## config.mk

```make
export PLATFORM = sky130hd
export DESIGN_NAME = numeric_script_tokenizer_unit
export DESIGN_NICKNAME = d
export VERILOG_FILES = /design/src/hw/rtl/nst_pkg.sv /design/src/hw/rtl/nst_core.sv /design/src/hw/rtl/numeric_script_tokenizer_unit.sv
export SDC_FILE = /design/constraint.sdc
export NUM_CORES = 1
export LEC_CHECK = 0
export ABC_AREA = 1
export BUFFER_PORTS_ARGS = -buffer_cell sky130_fd_sc_hd__buf_2
export CELL_PAD_IN_SITES_DETAIL_PLACEMENT = 1
export CELL_PAD_IN_SITES_GLOBAL_PLACEMENT = 1
export CORE_MARGIN = 2
export CORE_UTILIZATION = 33
export DETAILED_ROUTE_END_ITERATION = 6
export PLACE_DENSITY_LB_ADDON = 0.1
export SETUP_SLACK_MARGIN = 0.05
export SKIP_LAST_GASP = 1
export SYNTH_ARGS = -nofsm -noshare
export SYNTH_HDL_FRONTEND = slang
export SYNTH_SLANG_ARGS = --single-unit
```

## constraint.sdc

```tcl
create_clock -name clk_i -period 5 [get_ports clk_i]
set_input_delay 0.25 -clock clk_i [delete_from_list [all_inputs] [get_ports clk_i]]
set_output_delay 0.25 -clock clk_i [all_outputs]
set_load 0.02 [all_outputs]
```

## src/hw/rtl/nst_pkg.sv

```systemverilog
`timescale 1ns / 1ps
`default_nettype none
package nst_pkg;

  localparam int unsigned OffsetBitsDef = 16;
  localparam int unsigned LookDepthDef = 4;
  localparam int unsigned PrefixLen = 7;

  typedef enum logic [5:0] {
    K_EOF, K_BAD, K_NUM, K_ID, K_LP, K_RP, K_COMMA, K_DOT, K_SEMI, K_ASSIGN,
    K_PLUS, K_MINUS, K_STAR, K_SLASH, K_PCT, K_CARET, K_EQ, K_NE, K_LT, K_LE,
    K_GT, K_GE, K_AND, K_OR, K_NOT, K_LOCAL, K_IF, K_THEN, K_ELSEIF, K_ELSE,
    K_END, K_WHILE, K_DO, K_FOR, K_RETURN
  } kind_e;

  localparam logic [4:0] M_IDLE = 5'd0, M_DASH = 5'd1, M_DASH2 = 5'd2,
    M_DASH2B = 5'd3, M_LINE = 5'd4, M_BLOCK = 5'd5, M_BLOCK_R = 5'd6,
    M_IDENT = 5'd7, M_EQ = 5'd8, M_TILDE = 5'd9, M_LT = 5'd10, M_GT = 5'd11,
    M_DOT = 5'd12, M_ZERO = 5'd13, M_INT = 5'd14, M_FRAC = 5'd15,
    M_EXP = 5'd16, M_EXPS = 5'd17, M_EXPD = 5'd18, M_HEX_X = 5'd19,
    M_HEX_XD = 5'd20, M_HEXI = 5'd21, M_HEXF = 5'd22;

  // feed outcome
  localparam logic [1:0] R_TAKE = 2'd0, R_AGAIN = 2'd1, R_RELEX = 2'd2;

  function automatic logic is_digit(input logic [7:0] c);
    return c >= "0" && c <= "9";
  endfunction
  function automatic logic is_alpha(input logic [7:0] c);
    return (c >= "a" && c <= "z") || (c >= "A" && c <= "Z");
  endfunction
  function automatic logic is_hex(input logic [7:0] c);
    return is_digit(c) || (c >= "a" && c <= "f") || (c >= "A" && c <= "F");
  endfunction
  function automatic logic is_space(input logic [7:0] c);
    return c == " " || (c >= 8'd9 && c <= 8'd13);
  endfunction

  function automatic kind_e word_kind(input logic [55:0] p, input logic [2:0] len);
    kind_e k;
    k = K_ID;
    case (len)
      3'd2: begin
        if (p[15:0] == {"f", "i"}) k = K_IF;
        if (p[15:0] == {"o", "d"}) k = K_DO;
        if (p[15:0] == {"r", "o"}) k = K_OR;
      end
      3'd3: begin
        if (p[23:0] == {"d", "n", "e"}) k = K_END;
        if (p[23:0] == {"r", "o", "f"}) k = K_FOR;
        if (p[23:0] == {"d", "n", "a"}) k = K_AND;
        if (p[23:0] == {"t", "o", "n"}) k = K_NOT;
      end
      3'd4: begin
        if (p[31:0] == {"n", "e", "h", "t"}) k = K_THEN;
        if (p[31:0] == {"e", "s", "l", "e"}) k = K_ELSE;
      end
      3'd5: begin
        if (p[39:0] == {"l", "a", "c", "o", "l"}) k = K_LOCAL;
        if (p[39:0] == {"e", "l", "i", "h", "w"}) k = K_WHILE;
      end
      3'd6: begin
        if (p[47:0] == {"f", "i", "e", "s", "l", "e"}) k = K_ELSEIF;
        if (p[47:0] == {"n", "r", "u", "t", "e", "r"}) k = K_RETURN;
      end
      default: k = K_ID;
    endcase
    return k;
  endfunction

endpackage
`default_nettype wire

```

## src/hw/rtl/nst_core.sv

```systemverilog
`timescale 1ns / 1ps
`default_nettype none
// one feed step of the lexer on one queued symbol
module nst_core import nst_pkg::*; #(
  parameter int unsigned OffsetBits = OffsetBitsDef,
  parameter int unsigned CntBits = 3
) (
  input  wire logic [4:0]            mode_i,
  input  wire logic [7:0]            ch_i,
  input  wire logic                  is_end_i,
  input  wire logic [OffsetBits-1:0] off_i,
  input  wire logic [OffsetBits-1:0] begin_i,
  input  wire logic [CntBits-1:0]    la_cnt_i,
  input  wire logic [55:0]           prefix_i,
  output logic [4:0]                 mode_o,
  output logic [1:0]                 res_o,
  output logic                       emit_o,
  output kind_e                      kind_o,
  output logic [OffsetBits-1:0]      tstart_o,
  output logic [OffsetBits:0]        tend_o,
  output logic                       set_begin_o,
  output logic                       clr_la_o,
  output logic                       push_la_o,
  output logic                       clr_pref_o,
  output logic                       wr_pref_o
);
  logic [7:0] c;
  logic [OffsetBits-1:0] idx;
  logic [OffsetBits:0] off_x;
  logic [2:0] wlen;
  logic digit, hex;

  always_comb begin
    c = ch_i;
    digit = !is_end_i && is_digit(c);
    hex = !is_end_i && is_hex(c);
    idx = off_i - begin_i;
    off_x = {1'b0, off_i};
    wlen = (off_i < begin_i || idx > OffsetBits'(6)) ? 3'd7 : idx[2:0];
    mode_o = M_IDLE;
    res_o = R_AGAIN;
    emit_o = 1'b0;
    kind_o = K_BAD;
    tstart_o = begin_i;
    tend_o = off_x;
    set_begin_o = 1'b0;
    clr_la_o = 1'b0;
    push_la_o = 1'b0;
    clr_pref_o = 1'b0;
    wr_pref_o = 1'b0;
    case (mode_i)
      M_IDLE: begin
        res_o = R_TAKE;
        if (!is_end_i && !is_space(c)) begin
          set_begin_o = 1'b1;
          clr_la_o = 1'b1;
          if (c == "-") mode_o = M_DASH;
          else if (c == "0") mode_o = M_ZERO;
          else if (is_digit(c)) mode_o = M_INT;
          else if (c == ".") mode_o = M_DOT;
          else if (is_alpha(c) || c == "_") begin
            clr_pref_o = 1'b1;
            mode_o = M_IDENT;
          end else if (c == "=") mode_o = M_EQ;
          else if (c == "~") mode_o = M_TILDE;
          else if (c == "<") mode_o = M_LT;
          else if (c == ">") mode_o = M_GT;
          else begin
            emit_o = 1'b1;
            tstart_o = off_i;
            tend_o = off_x + (OffsetBits+1)'(1);
            case (c)
              "(": kind_o = K_LP;
              ")": kind_o = K_RP;
              ",": kind_o = K_COMMA;
              ";": kind_o = K_SEMI;
              "+": kind_o = K_PLUS;
              "*": kind_o = K_STAR;
              "/": kind_o = K_SLASH;
              "%": kind_o = K_PCT;
              "^": kind_o = K_CARET;
              default: kind_o = K_BAD;
            endcase
          end
        end
      end
      M_DASH: begin
        if (!is_end_i && c == "-") begin
          mode_o = M_DASH2; res_o = R_TAKE;
        end else begin
          emit_o = 1'b1; kind_o = K_MINUS;
        end
      end
      M_DASH2, M_DASH2B: begin
        res_o = R_TAKE;
        if (is_end_i || c == 8'h0a) mode_o = M_IDLE;
        else if (c == "[") mode_o = (mode_i == M_DASH2) ? M_DASH2B : M_BLOCK;
        else mode_o = M_LINE;
      end
      M_LINE: begin
        res_o = R_TAKE;
        mode_o = (is_end_i || c == 8'h0a) ? M_IDLE : M_LINE;
      end
      M_BLOCK, M_BLOCK_R: begin
        res_o = R_TAKE;
        if (is_end_i || (c == "]" && mode_i == M_BLOCK_R)) mode_o = M_IDLE;
        else mode_o = (c == "]") ? M_BLOCK_R : M_BLOCK;
      end
      M_IDENT: begin
        if (!is_end_i && (is_alpha(c) || digit || c == "_")) begin
          res_o = R_TAKE; mode_o = M_IDENT; wr_pref_o = 1'b1;
        end else begin
          emit_o = 1'b1;
          kind_o = (off_i < begin_i) ? K_ID : word_kind(prefix_i, wlen);
        end
      end
      M_EQ, M_TILDE, M_LT, M_GT: begin
        if (!is_end_i && c == "=") begin
          emit_o = 1'b1; res_o = R_TAKE; tend_o = off_x + (OffsetBits+1)'(1);
          case (mode_i)
            M_EQ: kind_o = K_EQ;
            M_TILDE: kind_o = K_NE;
            M_LT: kind_o = K_LE;
            default: kind_o = K_GE;
          endcase
        end else begin
          emit_o = 1'b1;
          case (mode_i)
            M_EQ: kind_o = K_ASSIGN;
            M_TILDE: kind_o = K_BAD;
            M_LT: kind_o = K_LT;
            default: kind_o = K_GT;
          endcase
        end
      end
      M_DOT: begin
        if (digit) begin
          mode_o = M_FRAC; res_o = R_TAKE;
        end else begin
          emit_o = 1'b1; kind_o = K_DOT;
        end
      end
      M_ZERO, M_INT, M_FRAC: begin
        res_o = R_TAKE;
        if (digit) mode_o = (mode_i == M_ZERO) ? M_INT : mode_i;
        else if (mode_i == M_ZERO && !is_end_i && (c == "x" || c == "X")) begin
          push_la_o = 1'b1; mode_o = M_HEX_X;
        end else if (mode_i != M_FRAC && !is_end_i && c == ".") mode_o = M_FRAC;
        else if (!is_end_i && (c == "e" || c == "E")) begin
          push_la_o = 1'b1; mode_o = M_EXP;
        end else begin
          emit_o = 1'b1; kind_o = K_NUM; res_o = R_AGAIN; mode_o = M_IDLE;
        end
      end
      M_HEXI, M_HEXF: begin
        res_o = R_TAKE;
        if (hex) mode_o = mode_i;
        else if (mode_i == M_HEXI && !is_end_i && c == ".") mode_o = M_HEXF;
        else if (!is_end_i && (c == "p" || c == "P")) begin
          push_la_o = 1'b1; mode_o = M_EXP;
        end else begin
          emit_o = 1'b1; kind_o = K_NUM; res_o = R_AGAIN; mode_o = M_IDLE;
        end
      end
      M_EXPD: begin
        if (digit) begin
          res_o = R_TAKE; mode_o = M_EXPD;
        end else begin
          emit_o = 1'b1; kind_o = K_NUM;
        end
      end
      M_EXP, M_EXPS, M_HEX_X, M_HEX_XD: begin
        res_o = R_TAKE;
        if ((mode_i == M_HEX_X || mode_i == M_HEX_XD) ? hex : digit) begin
          clr_la_o = 1'b1;
          mode_o = (mode_i == M_HEX_X) ? M_HEXI : (mode_i == M_HEX_XD) ? M_HEXF : M_EXPD;
        end else if (mode_i == M_EXP && !is_end_i && (c == "+" || c == "-")) begin
          push_la_o = 1'b1; mode_o = M_EXPS;
        end else if (mode_i == M_HEX_X && !is_end_i && c == ".") begin
          push_la_o = 1'b1; mode_o = M_HEX_XD;
        end else begin
          emit_o = 1'b1; kind_o = K_NUM; res_o = R_RELEX; mode_o = M_IDLE;
          tend_o = (off_i >= OffsetBits'(la_cnt_i)) ?
                   {1'b0, off_i - OffsetBits'(la_cnt_i)} : '0;
        end
      end
      default: begin
        mode_o = M_IDLE; res_o = R_AGAIN;
      end
    endcase
  end
endmodule
`default_nettype wire

```

## src/hw/rtl/numeric_script_tokenizer_unit.sv

```systemverilog
`timescale 1ns / 1ps
`default_nettype none
// streaming lexer: source bytes come in on the s_axis request channel, tokens
// leave on m_axis, zero to six tokens per request.
// s_axis_tdata: byte_value[7:0]; s_axis_tuser: byte_present[0], end_of_source[1].
// m_axis_tdata: token_kind[5:0], token_start[21:6], token_length[37:22],
// offset_overflow[38], zero pad to 40 bits; m_axis_tlast marks the last token
// that a request caused.
// one shared feed step (nst_core) runs once per cycle, unless a token it makes
// must wait for the output register, over a small symbol queue holding the byte,
// the end mark and any re-lexed lookahead bytes. a symbol that ends a token is
// fed a second time; a failed exponent or hex prefix feeds its buffered suffix bytes (at most 2) again.
// s_axis_tready is low after acceptance until every feed step is done and,
// with end_of_source, the EOF token is loaded; longer while the receiver stalls.
// a token sits in the output register until the next token or the end of the
// request is known, then is offered; a step that makes a token waits while
// the previous one is not taken, so a stalled receiver stalls the source.
// after reset (rst_ni low, async) the lexer is between tokens at offset 0;
// end_of_source yields an EOF token and returns the lexer to that state.
module numeric_script_tokenizer_unit import nst_pkg::*; #(
  parameter int unsigned OffsetBits = OffsetBitsDef,
  parameter int unsigned LookDepth = LookDepthDef
) (
  input  wire logic        clk_i,
  input  wire logic        rst_ni,
  input  wire logic        s_axis_tvalid,
  output logic             s_axis_tready,
  input  wire logic [7:0]  s_axis_tdata,   // byte_value
  input  wire logic [1:0]  s_axis_tuser,   // byte_present, end_of_source
  output logic             m_axis_tvalid,
  input  wire logic        m_axis_tready,
  output logic [39:0]      m_axis_tdata,   // kind, start, length, overflow
  output logic             m_axis_tlast
);
  localparam int unsigned CntBits = $clog2(LookDepth + 1);
  localparam int unsigned QDepth = LookDepth + 2;
  localparam int unsigned QBits = $clog2(QDepth + 1);
  localparam logic [OffsetBits-1:0] OffMax = '1;

  localparam logic [1:0] S_IDLE = 2'd0, S_RUN = 2'd1, S_EOF = 2'd2, S_DONE = 2'd3;

  logic [1:0] st_q, st_d;
  logic [4:0] mode_q;
  logic [7:0] la_q [LookDepth];
  logic [CntBits-1:0] la_cnt_q;
  logic [OffsetBits-1:0] cur_q, beg_q;
  logic [7:0] pref_q [PrefixLen];
  logic ovf_q, eos_q;
  logic [7:0] qch_q [QDepth];
  logic qend_q [QDepth];
  logic [OffsetBits-1:0] qoff_q [QDepth];
  logic [QBits-1:0] qn_q;
  logic ov_q, ov_d;
  logic [5:0] ok_q;
  logic [15:0] os_q, olen_q;
  logic oovf_q;

  logic [4:0] c_mode;
  logic [1:0] c_res;
  logic c_emit, c_setb, c_clrla, c_push, c_clrp, c_wrp;
  kind_e c_kind;
  logic [OffsetBits-1:0] c_ts, idx;
  logic [OffsetBits:0] c_te;
  logic [55:0] pref_flat;
  logic out_free, out_take, busy, step, load_eof;

  always_comb begin
    for (int i = 0; i < PrefixLen; i++) pref_flat[8*i +: 8] = pref_q[i];
  end

  nst_core #(.OffsetBits(OffsetBits), .CntBits(CntBits)) u_core (
    .mode_i(mode_q), .ch_i(qch_q[0]), .is_end_i(qend_q[0]), .off_i(qoff_q[0]),
    .begin_i(beg_q), .la_cnt_i(la_cnt_q), .prefix_i(pref_flat),
    .mode_o(c_mode), .res_o(c_res), .emit_o(c_emit), .kind_o(c_kind),
    .tstart_o(c_ts), .tend_o(c_te), .set_begin_o(c_setb), .clr_la_o(c_clrla),
    .push_la_o(c_push), .clr_pref_o(c_clrp), .wr_pref_o(c_wrp)
  );

  assign idx = qoff_q[0] - beg_q;
  assign busy = (st_q == S_RUN) && (qn_q != '0);
  // a held token is offered once a following token or the request end is known
  assign m_axis_tvalid = ov_q && ((st_q != S_RUN) || (busy && c_emit));
  assign out_take = m_axis_tvalid && m_axis_tready;
  assign out_free = !ov_q || out_take;
  assign step = busy && (out_free || !c_emit);
  assign load_eof = (st_q == S_EOF) && out_free;
  assign s_axis_tready = (st_q == S_IDLE);
  assign m_axis_tlast = (st_q == S_DONE);
  assign m_axis_tdata = {1'b0, oovf_q, olen_q, os_q, ok_q};

  function automatic logic [15:0] sat16(input logic [OffsetBits:0] v);
    if ((v >> 16) != '0) return 16'hffff;
    return 16'(v);
  endfunction

  always_comb begin
    st_d = st_q;
    case (st_q)
      S_IDLE: if (s_axis_tvalid) st_d = S_RUN;
      S_RUN: if (qn_q == '0) st_d = eos_q ? S_EOF : S_DONE;
      S_EOF: if (out_free) st_d = S_DONE;
      S_DONE: if (out_free) st_d = S_IDLE;
      default: st_d = S_IDLE;
    endcase
  end

  always_comb begin
    ov_d = ov_q && !out_take;
    if ((step && c_emit) || load_eof) ov_d = 1'b1;
  end

  always_ff @(posedge clk_i or negedge rst_ni) begin
    if (!rst_ni) begin
      st_q <= S_IDLE;
      mode_q <= M_IDLE;
      la_cnt_q <= '0;
      cur_q <= '0;
      beg_q <= '0;
      ovf_q <= 1'b0;
      eos_q <= 1'b0;
      qn_q <= '0;
      ov_q <= 1'b0;
      for (int i = 0; i < LookDepth; i++) la_q[i] <= '0;
      for (int i = 0; i < PrefixLen; i++) pref_q[i] <= '0;
    end else begin
      st_q <= st_d;
      ov_q <= ov_d;
      case (st_q)
        S_IDLE: if (s_axis_tvalid) begin
          eos_q <= s_axis_tuser[1];
          qn_q <= QBits'(s_axis_tuser[0]) + QBits'(s_axis_tuser[1]);
          qch_q[0] <= s_axis_tdata;
          qend_q[0] <= !s_axis_tuser[0];
          qoff_q[0] <= cur_q;
          qend_q[1] <= 1'b1;
          if (s_axis_tuser[0]) begin
            if (cur_q == OffMax) ovf_q <= 1'b1;
            qoff_q[1] <= (cur_q == OffMax) ? cur_q : cur_q + OffsetBits'(1);
            if (cur_q != OffMax) cur_q <= cur_q + OffsetBits'(1);
          end
        end
        S_RUN: if (step) begin
          mode_q <= c_mode;
          if (c_setb) beg_q <= qoff_q[0];
          if (c_clrla) la_cnt_q <= '0;
          if (c_push && la_cnt_q < CntBits'(LookDepth)) begin
            la_q[la_cnt_q[$clog2(LookDepth)-1:0]] <= qch_q[0];
            la_cnt_q <= la_cnt_q + CntBits'(1);
          end
          if (c_clrp) begin
            for (int i = 1; i < PrefixLen; i++) pref_q[i] <= '0;
            pref_q[0] <= qch_q[0];
          end
          if (c_wrp && qoff_q[0] >= beg_q && idx < OffsetBits'(PrefixLen))
            pref_q[idx[2:0]] <= qch_q[0];
          if (c_emit) begin
            ok_q <= c_kind;
            os_q <= sat16({1'b0, c_ts});
            olen_q <= (c_te > {1'b0, c_ts}) ? sat16(c_te - {1'b0, c_ts}) : 16'd0;
            oovf_q <= ovf_q;
          end
          if (c_res == R_TAKE) begin
            for (int i = 0; i < QDepth - 1; i++) begin
              qch_q[i] <= qch_q[i+1];
              qend_q[i] <= qend_q[i+1];
              qoff_q[i] <= qoff_q[i+1];
            end
            qn_q <= qn_q - QBits'(1);
          end else if (c_res == R_RELEX) begin
            // lookahead bytes go back in front of the current symbol
            for (int j = 0; j < QDepth; j++) begin
              if (j < int'(la_cnt_q)) begin
                qch_q[j] <= la_q[j];
                qend_q[j] <= 1'b0;
                qoff_q[j] <= qoff_q[0] - OffsetBits'(la_cnt_q) + OffsetBits'(j);
              end else if (j - int'(la_cnt_q) < 2) begin
                qch_q[j] <= qch_q[j - int'(la_cnt_q)];
                qend_q[j] <= qend_q[j - int'(la_cnt_q)];
                qoff_q[j] <= qoff_q[j - int'(la_cnt_q)];
              end
            end
            qn_q <= qn_q + QBits'(la_cnt_q);
            la_cnt_q <= '0;
          end
        end
        S_EOF: if (out_free) begin
          ok_q <= K_EOF;
          os_q <= sat16({1'b0, cur_q});
          olen_q <= '0;
          oovf_q <= ovf_q;
          mode_q <= M_IDLE;
          la_cnt_q <= '0;
          cur_q <= '0;
          beg_q <= '0;
          ovf_q <= 1'b0;
          for (int i = 0; i < LookDepth; i++) la_q[i] <= '0;
          for (int i = 0; i < PrefixLen; i++) pref_q[i] <= '0;
        end
        default: ;
      endcase
    end
  end

`ifndef SYNTHESIS
  a_busy_not_ready: assert property (@(posedge clk_i) disable iff (!rst_ni)
    st_q != S_IDLE |-> !s_axis_tready) else $error("ready while busy");
  a_queue_bound: assert property (@(posedge clk_i) disable iff (!rst_ni)
    qn_q <= QBits'(QDepth)) else $error("queue overrun");
  a_la_bound: assert property (@(posedge clk_i) disable iff (!rst_ni)
    la_cnt_q <= CntBits'(LookDepth)) else $error("lookahead overrun");
  a_eof_reset: assert property (@(posedge clk_i) disable iff (!rst_ni)
    (st_q == S_EOF && out_free) |=> cur_q == '0 && mode_q == M_IDLE)
    else $error("eof did not reset lexer");
`endif
endmodule
`default_nettype wire

```

==> flow_summary.json <==
{
  "final_antenna_net_count": 0,
  "gp_congestion": 0.933,
  "synth_edf_count": 189,
  "hp-class": "in -> reg",
  "drv_cap": 0,
  "swShare_pct": 49.6,
  "crit_required_ns": 5.31,
  "setup_viol": 0,
  "die_area_mm2": 0.0845,
  "fmax_mhz": 213,
  "syn_area_per_cell_um2": 6.62,
  "cts_sinks": 317,
  "reg2reg_slack_ns": 0.29,
  "hpwl_mm": 89.6,
  "fin_crit_sh_pct": 94.1,
  "clk_path_buf_depth": 3,
  "r2r-start": "qoff_q[0][0]",
  "drc": 0,
  "synth_area_mm2": 0.0271,
  "synthArstFlopShare_pct": 40.4,
  "slew_headroom_pct": 18.4,
  "post-synth-top-area-fraction_pct": 20.9,
  "grt_max_degree": 218,
  "wl_per_cell_um": 23.5,
  "layout_min_cycle_time_ns": 4.71,
  "whs_path_depth": 4,
  "drive_gt1_share_pct": 10.3,
  "areaGrowthSynthToFinish_pct": 13.4,
  "synth_fp_nets": 4178,
  "maxSlewViolCount": 0,
  "rsz0062_at_grt": "yes",
  "grt_pass1_vias": 28400,
  "hold_viol_final": 0,
  "critPathArrivalTime_ns": 5.02,
  "tritoncts": "yes",
  "synthTopCellsByArea": "edfxtp_1 21%, nand2_1 18%, dfrtp_1 12%",
  "slowest_stage": "edfxtp_1",
  "r2r_end": "olen_q[2]",
  "drt-initial-drc-count": 2242,
  "skew_ns": 0.0168,
  "outcome": "finished clean",
  "yosys.area.top_type": "edfxtp_1",
  "rows": 105,
  "core_area_mm2": 0.0817,
  "io_buffers": 55,
  "routed-via-count": 28700,
  "yosysUniqueCellTypes": 64,
  "grt_pass1_wl_mm": 184,
  "cpMostUsedCell": "o21ai_0",
  "htreeDepth": 2,
  "whs_ns": 0.0851,
  "seqPwrFrac_pct": 23.6,
  "fin_setup_tns_ns": 0,
  "path_max_fanout": 16,
  "pwr-share-clk_pct": 19.4,
  "power_density_mw_per_mm2": 552,
  "wirelength_mm": 124,
  "dr.pass1.iters": 5,
  "startpoint_type": "flip-flop",
  "cts_root_buffer": "clkbuf_16",
  "ys_ff_latch": 317,
  "yosysWarningCount": 0,
  "fp.dieW_um": 291,
  "yosysSeqAreaShare_pct": 32.7,
  "hold_path.startpoint": "m_axis_tready",
  "antenna_cells": 0,
  "cts_buffers": 44,
  "min_to": "ov_q",
  "cpPeakStageDelay_ns": 0.40,
  "cp-end-kind": "flip-flop",
  "startpoint": "qoff_q[0][0]",
  "chipHeight_um": 291,
  "p_switching_w": 0.00842,
  "worst_slew_pin_slew_ns": 1.22,
  "antenna_found_initial": 3,
  "track_usage_pct": 28.6,
  "leakage_nw": 13.5,
  "post_drt_via_cell_ratio": 5.46,
  "num_io_pins": 57,
  "combPwrFrac_pct": 57.0,
  "ys.flop_type": "edfxtp_1",
  "fillers": 10500,
  "start_util_pct": 33.2,
  "synthCells": 4098,
  "clk_pin_slew_worst_paths_ns": 0.06,
  "max-vdd-ir-drop_mv": 0.294,
  "ff2ff_path_depth": 26,
  "internal-power_w": 0.00854,
  "grt_overflow": 0,
  "fin_nets": 4235,
  "worst-setup-path-type": "reg -> reg",
  "insertion_delay_ns": 0.59
}
-- power groups by stage --
stage          clock (W)  sequential (W)  combinational (W)
2_1_floorplan          0         0.00404            0.00586
3_3_place_gp           0         0.00404            0.00922
3_5_place_dp           0         0.00406            0.00927
4_1_cts          0.00336         0.00401            0.00933
5_1_grt          0.00345         0.00407             0.0106
6_report         0.00329         0.00401            0.00967
-- worst max path at each step --
stage / to
6_report: olen_q[2]
5_1_grt: olen_q[4]
4_1_cts: olen_q[4]
3_5_place_dp: olen_q[4]
3_3_place_gp: olen_q[13]
2_1_floorplan: olen_q[14]
-- cell usage after synthesis (9+ instances only) --
cell type / n
buf_1: 13
a22oi_1: 21
inv_2: 29
buf_4: 17
o22ai_1: 28
clkbuf_1: 140
edfxtp_1: 189
nand4_1: 88
a221oi_1: 16
nor4_1: 16
nand2_1: 1266
dfrtp_1: 128
nor3_1: 61
o21ai_0: 506
xnor2_1: 16
o21a_1: 41
nand3_1: 180
nand2_2: 18
xor2_1: 87
a31oi_1: 16
nor2_1: 272
inv_1: 386
a21oi_1: 156
o21ai_1: 120
or2_2: 10
nor2_2: 9
buf_6: 12
clkinv_1: 16
buf_2: 39
ha_1: 62
o211ai_1: 53
-- final cells by class --
type	instances	area, um^2	area share [%]
Inverter	433	1630	5.31
Clock buffer	65	1280	4.17
Timing Repair Buffer	232	1740	5.67
Clock inverter	11	158	0.513
Multi-Input combinational cell	3127	15700	51.1
Tap cell	1070	1340	4.35
Sequential cell	317	8880	28.9
-- logic make-up after synthesis --
group | Yosys count | share of synthesized area (%)
AO/OA/AOI/OAI | 1004 | 20.7
multiplexers | 8 | 0.305
buffers and inverters | 654 | 9.82
adder cells (fa/ha/maj) | 66 | 3.16
other | 1 | 0.0138
AND/OR/NAND/NOR | 1945 | 30.0
XOR/XNOR | 103 | 3.33
flip-flops | 317 | 32.7
-- registers in the layout, summed over array words and instances, names as in the netlist, 2 cells and up --
name / count
qch_q: 48
pref_flat: 48
qend_q: 6
mode_q: 5
qoff_q: 96
os_q: 16
ok_q: 6
st_q: 2
beg_q: 16
olen_q: 16
la_q: 32
cur_q: 16
qn_q: 3
la_cnt_q: 3
-- layout by cell type, fill, tap and decap left out, types with 7 or more instances in the layout --
cell type / n
a21oi_1: 153
a221oi_1: 15
a22oi_1: 21
a31oi_1: 15
buf_12: 8
buf_2: 54
buf_4: 162
clkbuf_1: 12
clkbuf_16: 45
clkbuf_8: 8
clkinv_1: 19
dfrtp_1: 127
edfxtp_1: 189
ha_1: 56
inv_1: 377
inv_2: 36
nand2_1: 1262
nand2_2: 21
nand3_1: 178
nand4_1: 88
nor2_1: 263
nor2_2: 17
nor2_4: 8
nor3_1: 58
nor4_1: 15
o2111ai_1: 7
o211ai_1: 53
o21a_1: 41
o21ai_0: 505
o21ai_1: 120
o221ai_1: 7
o22ai_1: 28
or2_2: 10
xnor2_1: 16
xor2_1: 86
-- critical path: cells and delay by family, from the launching register on --
family	cells	cell delay (ns)
adder cells (fa/ha/maj)	3	0.80
XOR/XNOR	1	0.24
buffers and inverters	6	0.76
AO/OA/AOI/OAI	9	1.42
AND/OR/NAND/NOR	7	0.80
flip-flops	1	0.40
-- repair_timing --
action,in CTS,in global routing
pin swaps,1,8
endpoints found under the setup margin,7,38
gates cloned,0,1
setup buffers,0,22
hold endpoints to repair,35,0
hold buffers,2,0
gates resized for setup,0,36
-- routing by layer --
metal  GRT usage, %  wire length, um  vias up
met5              0                0        -
met4           7.72             3270        0
met3           4.40             6960      171
met2           45.8            55700      705
met1           39.8            57800    14000
li1               -                -    13800
-- through the flow --
| stage | std cells | cell area (um^2) | power (W) | setup WS (ns) | utilization, % |
|---|---|---|---|---|---|
| floorplan | 4098 | 27200 | 0.00990 | 0.0526 | - |
| global placement | 5154 | 29000 | 0.0133 | 0.162 | 35.5 |
| detailed placement | 5154 | 29000 | 0.0133 | 0.0478 | 35.5 |
| CTS | 5232 | 30500 | 0.0167 | 0.0765 | 37.3 |
| global route | 5255 | 30800 | 0.0181 | 0.00944 | 37.6 |
| finish | 5255 | 30800 | 0.0170 | 0.295 | 37.6 |
Power figures use the tool's default switching activity.
